$ cat config.mk
export PLATFORM = sky130hd
export DESIGN_NAME = yuv_pair_to_rgb32_converter
export DESIGN_NICKNAME = d
export VERILOG_FILES = /design/src/hdl/yuvc_pkg.sv /design/src/hdl/yuvc_chroma.sv /design/src/hdl/yuvc_lane.sv /design/src/hdl/yuv_pair_to_rgb32_converter.sv
export SDC_FILE = /design/constraint.sdc
export NUM_CORES = 1
export LEC_CHECK = 0
export BUFFER_PORTS_ARGS = -buffer_cell sky130_fd_sc_hd__buf_2
export CAP_MARGIN = 0
export CORE_MARGIN = 5
export CORE_UTILIZATION = 30
export DETAILED_ROUTE_END_ITERATION = 16
export GPL_TIMING_DRIVEN = 1
export PLACE_DENSITY = 0.49
export SYNTH_ARGS = -nofsm -noshare
export SYNTH_HDL_FRONTEND = slang
export SYNTH_SLANG_ARGS = --single-unit
$ cat constraint.sdc
create_clock -name clk -period 14.8 [get_ports clk]
set_input_delay 4.44 -clock clk [delete_from_list [all_inputs] [get_ports clk]]
set_output_delay 4.44 -clock clk [all_outputs]
set_load 0.01 [all_outputs]
$ cat src/hdl/yuvc_pkg.sv
`timescale 1ns / 1ps
`default_nettype none
package yuvc_pkg;

  // Chroma products are at most about 15 million in magnitude.
  localparam int TERM_W = 26;
  // Luma term plus chroma term, signed.
  localparam int SUM_W  = 28;

  localparam logic color_mode_studio = 1'b0;
  localparam logic color_mode_full   = 1'b1;

  // Studio-range coefficients (Q8).
  localparam logic signed [TERM_W-1:0] StudioLuma    = TERM_W'(298);
  localparam logic signed [TERM_W-1:0] StudioBlueU   = TERM_W'(516);
  localparam logic signed [TERM_W-1:0] StudioGreenU  = -TERM_W'(100);
  localparam logic signed [TERM_W-1:0] StudioGreenV  = -TERM_W'(208);
  localparam logic signed [TERM_W-1:0] StudioRedV    = TERM_W'(409);
  localparam logic signed [SUM_W-1:0]  StudioRound   = SUM_W'(128);
  localparam logic signed [8:0]        StudioBlack   = 9'sd16;

  // Full-range coefficients (Q16).
  localparam logic signed [TERM_W-1:0] FullRedV      = TERM_W'(91881);
  localparam logic signed [TERM_W-1:0] FullGreenU    = -TERM_W'(22554);
  localparam logic signed [TERM_W-1:0] FullGreenV    = -TERM_W'(46802);
  localparam logic signed [TERM_W-1:0] FullBlueU     = TERM_W'(116130);

  localparam logic signed [8:0]        ChromaZero    = 9'sd128;

  typedef struct packed {
    logic                     mode;
    logic signed [TERM_W-1:0] red_term;
    logic signed [TERM_W-1:0] green_term;
    logic signed [TERM_W-1:0] blue_term;
  } chroma_terms_t;

  // Saturate a signed channel value to 0..255.
  function automatic logic [7:0] clamp8(input logic signed [SUM_W-1:0] v);
    logic [7:0] res;
    if (v < 0) begin
      res = 8'd0;
    end else if (v > SUM_W'(255)) begin
      res = 8'd255;
    end else begin
      res = v[7:0];
    end
    return res;
  endfunction

endpackage
`default_nettype wire

$ cat src/hdl/yuvc_chroma.sv
`timescale 1ns / 1ps
`default_nettype none
module yuvc_chroma (
  input  wire logic                   clk,
  input  wire logic                   mode,
  input  wire logic [7:0]             chroma_blue,
  input  wire logic [7:0]             chroma_red,
  output yuvc_pkg::chroma_terms_t     terms
);
  import yuvc_pkg::*;

  logic signed [8:0]        d;
  logic signed [8:0]        e;
  logic signed [TERM_W-1:0] d_w;
  logic signed [TERM_W-1:0] e_w;
  chroma_terms_t            terms_nxt;
  chroma_terms_t            terms_r;

  assign d   = signed'({1'b0, chroma_blue}) - ChromaZero;
  assign e   = signed'({1'b0, chroma_red}) - ChromaZero;
  assign d_w = TERM_W'(d);
  assign e_w = TERM_W'(e);

  // The chroma products are shared by both pixels of the pair.
  always_comb begin
    terms_nxt.mode = mode;
    if (mode == color_mode_full) begin
      terms_nxt.red_term   = e_w * FullRedV;
      terms_nxt.green_term = d_w * FullGreenU + e_w * FullGreenV;
      terms_nxt.blue_term  = d_w * FullBlueU;
    end else begin
      terms_nxt.red_term   = e_w * StudioRedV;
      terms_nxt.green_term = d_w * StudioGreenU + e_w * StudioGreenV;
      terms_nxt.blue_term  = d_w * StudioBlueU;
    end
  end

  always_ff @(posedge clk) begin
    terms_r <= terms_nxt;
  end

  assign terms = terms_r;

endmodule
`default_nettype wire

$ cat src/hdl/yuvc_lane.sv
`timescale 1ns / 1ps
`default_nettype none
module yuvc_lane (
  input  wire logic                   clk,
  input  wire logic                   mode,
  input  wire logic [7:0]             luma,
  input  wire yuvc_pkg::chroma_terms_t terms,
  output logic [23:0]                 pixel
);
  import yuvc_pkg::*;

  logic signed [8:0]       c;
  logic signed [SUM_W-1:0] luma_nxt;
  logic signed [SUM_W-1:0] luma_r;
  logic signed [SUM_W-1:0] sum_r_ch;
  logic signed [SUM_W-1:0] sum_g_ch;
  logic signed [SUM_W-1:0] sum_b_ch;
  logic signed [SUM_W-1:0] sh_r;
  logic signed [SUM_W-1:0] sh_g;
  logic signed [SUM_W-1:0] sh_b;

  assign c = signed'({1'b0, luma}) - StudioBlack;

  // Full range folds Y into the Q16 sum so both modes end in one shift.
  always_comb begin
    if (mode == color_mode_full) begin
      luma_nxt = signed'(SUM_W'({luma, 16'd0}));
    end else begin
      luma_nxt = SUM_W'(TERM_W'(c) * StudioLuma) + StudioRound;
    end
  end

  always_ff @(posedge clk) begin
    luma_r <= luma_nxt;
  end

  assign sum_r_ch = luma_r + SUM_W'(terms.red_term);
  assign sum_g_ch = luma_r + SUM_W'(terms.green_term);
  assign sum_b_ch = luma_r + SUM_W'(terms.blue_term);

  always_comb begin
    if (terms.mode == color_mode_full) begin
      sh_r = sum_r_ch >>> 16;
      sh_g = sum_g_ch >>> 16;
      sh_b = sum_b_ch >>> 16;
    end else begin
      sh_r = sum_r_ch >>> 8;
      sh_g = sum_g_ch >>> 8;
      sh_b = sum_b_ch >>> 8;
    end
  end

  assign pixel = {clamp8(sh_r), clamp8(sh_g), clamp8(sh_b)};

endmodule
`default_nettype wire

$ cat src/hdl/yuv_pair_to_rgb32_converter.sv
// Channel  Ports                                            Handshake
// input    in_luma_first, in_luma_second, in_chroma_blue,   start and not busy
//          in_chroma_red
// result   out_pixel_first, out_pixel_second                out_valid, one cycle
// config   cfg_data (color_mode)                            cfg_valid and cfg_ready
//
// One pixel pair is accepted every cycle; its result passes through the registered
// multiplier stage and then the output register before it appears.
// busy stays low and cfg_ready stays high; the result side cannot stall.
// Synchronous reset clears the pipeline valid bits and sets color_mode to 0.
`timescale 1ns / 1ps
`default_nettype none
module yuv_pair_to_rgb32_converter (
  input  wire logic        clk,
  input  wire logic        rst_n,
  input  wire logic        start,
  output logic             busy,
  input  wire logic [7:0]  in_luma_first,
  input  wire logic [7:0]  in_luma_second,
  input  wire logic [7:0]  in_chroma_blue,
  input  wire logic [7:0]  in_chroma_red,
  output logic             out_valid,
  output logic [23:0]      out_pixel_first,
  output logic [23:0]      out_pixel_second,
  input  wire logic        cfg_valid,
  output logic             cfg_ready,
  input  wire logic        cfg_data
);
  import yuvc_pkg::*;

  logic          color_mode_r;
  logic          accept;
  logic          s1_valid_r;
  logic          out_valid_r;
  logic [23:0]   pix_first;
  logic [23:0]   pix_second;
  logic [23:0]   pix_first_r;
  logic [23:0]   pix_second_r;
  chroma_terms_t terms;

  assign busy      = 1'b0;
  assign cfg_ready = 1'b1;
  assign accept    = start && !busy;

  always_ff @(posedge clk) begin
    if (!rst_n) begin
      color_mode_r <= color_mode_studio;
    end else if (cfg_valid && cfg_ready) begin
      color_mode_r <= cfg_data;
    end
  end

  yuvc_chroma u_chroma (
    .clk         (clk),
    .mode        (color_mode_r),
    .chroma_blue (in_chroma_blue),
    .chroma_red  (in_chroma_red),
    .terms       (terms)
  );

  yuvc_lane u_lane_first (
    .clk   (clk),
    .mode  (color_mode_r),
    .luma  (in_luma_first),
    .terms (terms),
    .pixel (pix_first)
  );

  yuvc_lane u_lane_second (
    .clk   (clk),
    .mode  (color_mode_r),
    .luma  (in_luma_second),
    .terms (terms),
    .pixel (pix_second)
  );

  always_ff @(posedge clk) begin
    if (!rst_n) begin
      s1_valid_r  <= 1'b0;
      out_valid_r <= 1'b0;
    end else begin
      s1_valid_r  <= accept;
      out_valid_r <= s1_valid_r;
    end
  end

  // Both lanes land in the output register in the same beat.
  always_ff @(posedge clk) begin
    pix_first_r  <= pix_first;
    pix_second_r <= pix_second;
  end

  assign out_valid        = out_valid_r;
  assign out_pixel_first  = pix_first_r;
  assign out_pixel_second = pix_second_r;

  a_result_follows: assert property (@(posedge clk) disable iff (!rst_n)
    accept |-> ##2 out_valid)
    else $error("accepted beat produced no result");

  a_no_spurious: assert property (@(posedge clk) disable iff (!rst_n)
    !accept |-> ##2 !out_valid)
    else $error("result without an accepted beat");

  a_lanes_agree: assert property (@(posedge clk) disable iff (!rst_n)
    (accept && in_luma_first == in_luma_second) |-> ##2
      (out_pixel_first == out_pixel_second))
    else $error("lanes disagree for equal luma");

endmodule
`default_nettype wire

==> flow_metrics.env <==
export IMPL_cp_required_ns=15.17
export IMPL_drc=0
export IMPL_tns_ns=0
export IMPL_synthFlopType="dfxtp_1"
export IMPL_grt_pass1_vias=21380
export IMPL_rsz0062_at_grt="no"
export IMPL_slew_violations=0
export IMPL_post_drt_wl_per_cell_um=18.18
export IMPL_regArea_sq_um=3507
export IMPL_post_cts_buffers=0
export IMPL_status="complete, no violations"
export IMPL_cts_inserted_buffers=17
export IMPL_cts_path_max_buffers=2
export IMPL_port_buffers=85
export IMPL_io_pins=88
export IMPL_drive_gt1_frac=0.06585
export IMPL_fill_cells=9762
export IMPL_clkLatencyLatePin_ns=0.49
export IMPL_hpwl_mm=70.81
export IMPL_hold_viol=0
export IMPL_cts_tree="built"
export IMPL_crit_arrival_ns=11.24
export IMPL_die_area_sq_um=100500
export IMPL_ctsResizeCount=0
export IMPL_clockRootBuffer="clkbuf_16"
export IMPL_worstSetupStartpointType="input pin"
export IMPL_netlist_area_sq_um=28280
export IMPL_antenna_found_initial=5
export IMPL_syn_avg_cell_area_sq_um=8.894
export IMPL_whs_ns=0.4864
export IMPL_cts_hold_buffers=0
export IMPL_synthArstFlopShare=0
export IMPL_routed_via_density=4.852
export IMPL_dieWidth_um=317.0
export IMPL_ys_seq_area_frac=0.1239
export IMPL_worstSetupEndpointType="flop"
export IMPL_synth_area_top_cells="ha_1 (29%), fa_1 (14%), dfxtp_1 (12%)"
export IMPL_multi_input_area_sq_um=22980
export IMPL_synth_top_area_cell="ha_1"
export IMPL_synth_top_cell_area_share=0.2929
export IMPL_coreArea_sq_um=93470
export IMPL_maxCapViolations=0
export IMPL_cpMaxStageDelayCell="fa_1"
export IMPL_cpPeakStageDelay_ns=0.54
export IMPL_grt_overflow=0
export IMPL_syn_inst=3180
export IMPL_critPathKind="input pin to flop"
export IMPL_path_clk_slew_ns=0.10
export IMPL_ys_ff_latch=175
export IMPL_drt_first_iter_violations=1360
export IMPL_cts_sinks=175
export IMPL_grt_max_degree=64
export IMPL_synth_fp_nets=4074
export IMPL_final_setup_skew_ns=0.03171
export IMPL_initial_utilization=0.3026
export IMPL_mostFrequentLayoutCell="ha_1"
export IMPL_mostFrequentLayoutCells="ha_1 (662), inv_1 (437), a21oi_1 (207)"
export IMPL_synth_edf_count=0
export IMPL_period_needed_ns=10.87
export IMPL_drtAntennaViolNets=0
export IMPL_gp_congestion=0.8766
export IMPL_fp_row_count=112
export IMPL_clock_fmax_mhz=92.00
export IMPL_area_growth_pct=8.737
export IMPL_setup_viol=0
export IMPL_ys_warn_count=0
export IMPL_routed_wl_mm=82.19
export IMPL_hp_class="flop to flop"
export IMPL_firstDrtPassIters=5
export IMPL_grt_total_usage=0.1625
export IMPL_synth_cell_type_count=95
export IMPL_die_y_um=317.0
export IMPL_grt_pass1_wl_mm=125.9
export IMPL_vias=21936
export IMPL_relSlewSlack=0.2649
export IMPL_crit_path_max_fanout=15
export IMPL_fin_crit_sh=0.7344
export IMPL_fin_util=0.3290
export IMPL_htreeDepth=4
export IMPL_layout_nets=4146
export IMPL_tightest_slew_ns=1.093
final timing paths:
path	slack (ns)	start	endpoint	depth (start not counted)
min	0.49	s1_valid_r$_SDFF_PN0_	out_valid$_SDFF_PN0_	1
max	3.93	in_chroma_red[6]	u_chroma.terms[51]$_DFF_P_	30
min reg2reg	0.49	s1_valid_r$_SDFF_PN0_	out_valid$_SDFF_PN0_	1
max reg2reg	10.71	u_chroma.terms[54]$_DFF_P_	out_pixel_first[18]$_SDFF_PN0_	12
layout make-up:
class,count,area share
Clock buffer,19,0.01440
Timing Repair Buffer,92,0.01554
Antenna cell,2,0.0001627
Multi-Input combinational cell,2527,0.7473
Clock inverter,13,0.003946
Inverter,439,0.05358
Tap cell,1254,0.05102
Sequential cell,175,0.1140
worst max-delay path: cells and delay by family:
kind / cells / cell delay [ns]
compound gates: 10 / 2.08
xor+xnor: 2 / 0.27
buf+inv: 6 / 0.91
fa+ha+maj: 7 / 2.75
simple gates: 5 / 0.78
metrics by stage:
step	instances	area (sq um)	worst slack, ns
CTS	4519	30750	3.949
detailed placement	4487	30180	3.459
global placement	4487	30180	3.604
finish	4521	30750	3.930
global route	4519	30750	3.200
floorplan	3180	28280	4.244
cells by family after synthesis:
group / after synthesis / share of synthesized area
adders and majority gates: 857 / 0.4309
AOI/OAI and AO/OA: 716 / 0.1711
and+or+nand+nor: 651 / 0.1143
buffers and inverters: 478 / 0.06388
xor gates and xnor gates: 273 / 0.08503
DFF: 175 / 0.1239
muxes: 28 / 0.01066
other: 2 / 0.0002655
sequential cells by signal, indices dropped and copies added, names as in the netlist:
signal / count
u_chroma.terms: 76
out_pixel_first: 24
out_pixel_second: 24
u_lane_first.luma_r: 24
u_lane_second.luma_r: 24
color_mode_r: 1
out_valid: 1
s1_valid_r: 1
synth_stat cells (24+ instances only):
cell and number:
a21o_1 95, a21oi_1 207, and2_1 30, and3_1 25, clkbuf_1 28, dfxtp_1 175
fa_1 195, ha_1 662, inv_1 437, nand2_1 147, nand2b_1 25, nand3_1 48
nor2_1 183, nor2b_1 47, nor3_1 43, o21a_1 31, o21ai_0 130, o21bai_1 41
or3_1 24, xnor2_1 181, xor2_1 91
metal layers:
layer,wire [um],vias to the layer above,track usage
li1,-,11203,-
met1,41460,10263,0.2386
met2,35750,406,0.2563
met3,3566,64,0.02124
met4,1409,0,0.03280
met5,0,-,0
Power is not shown: default switching activity piles up to over one toggle a cycle in this logic, so the estimate is an artifact.
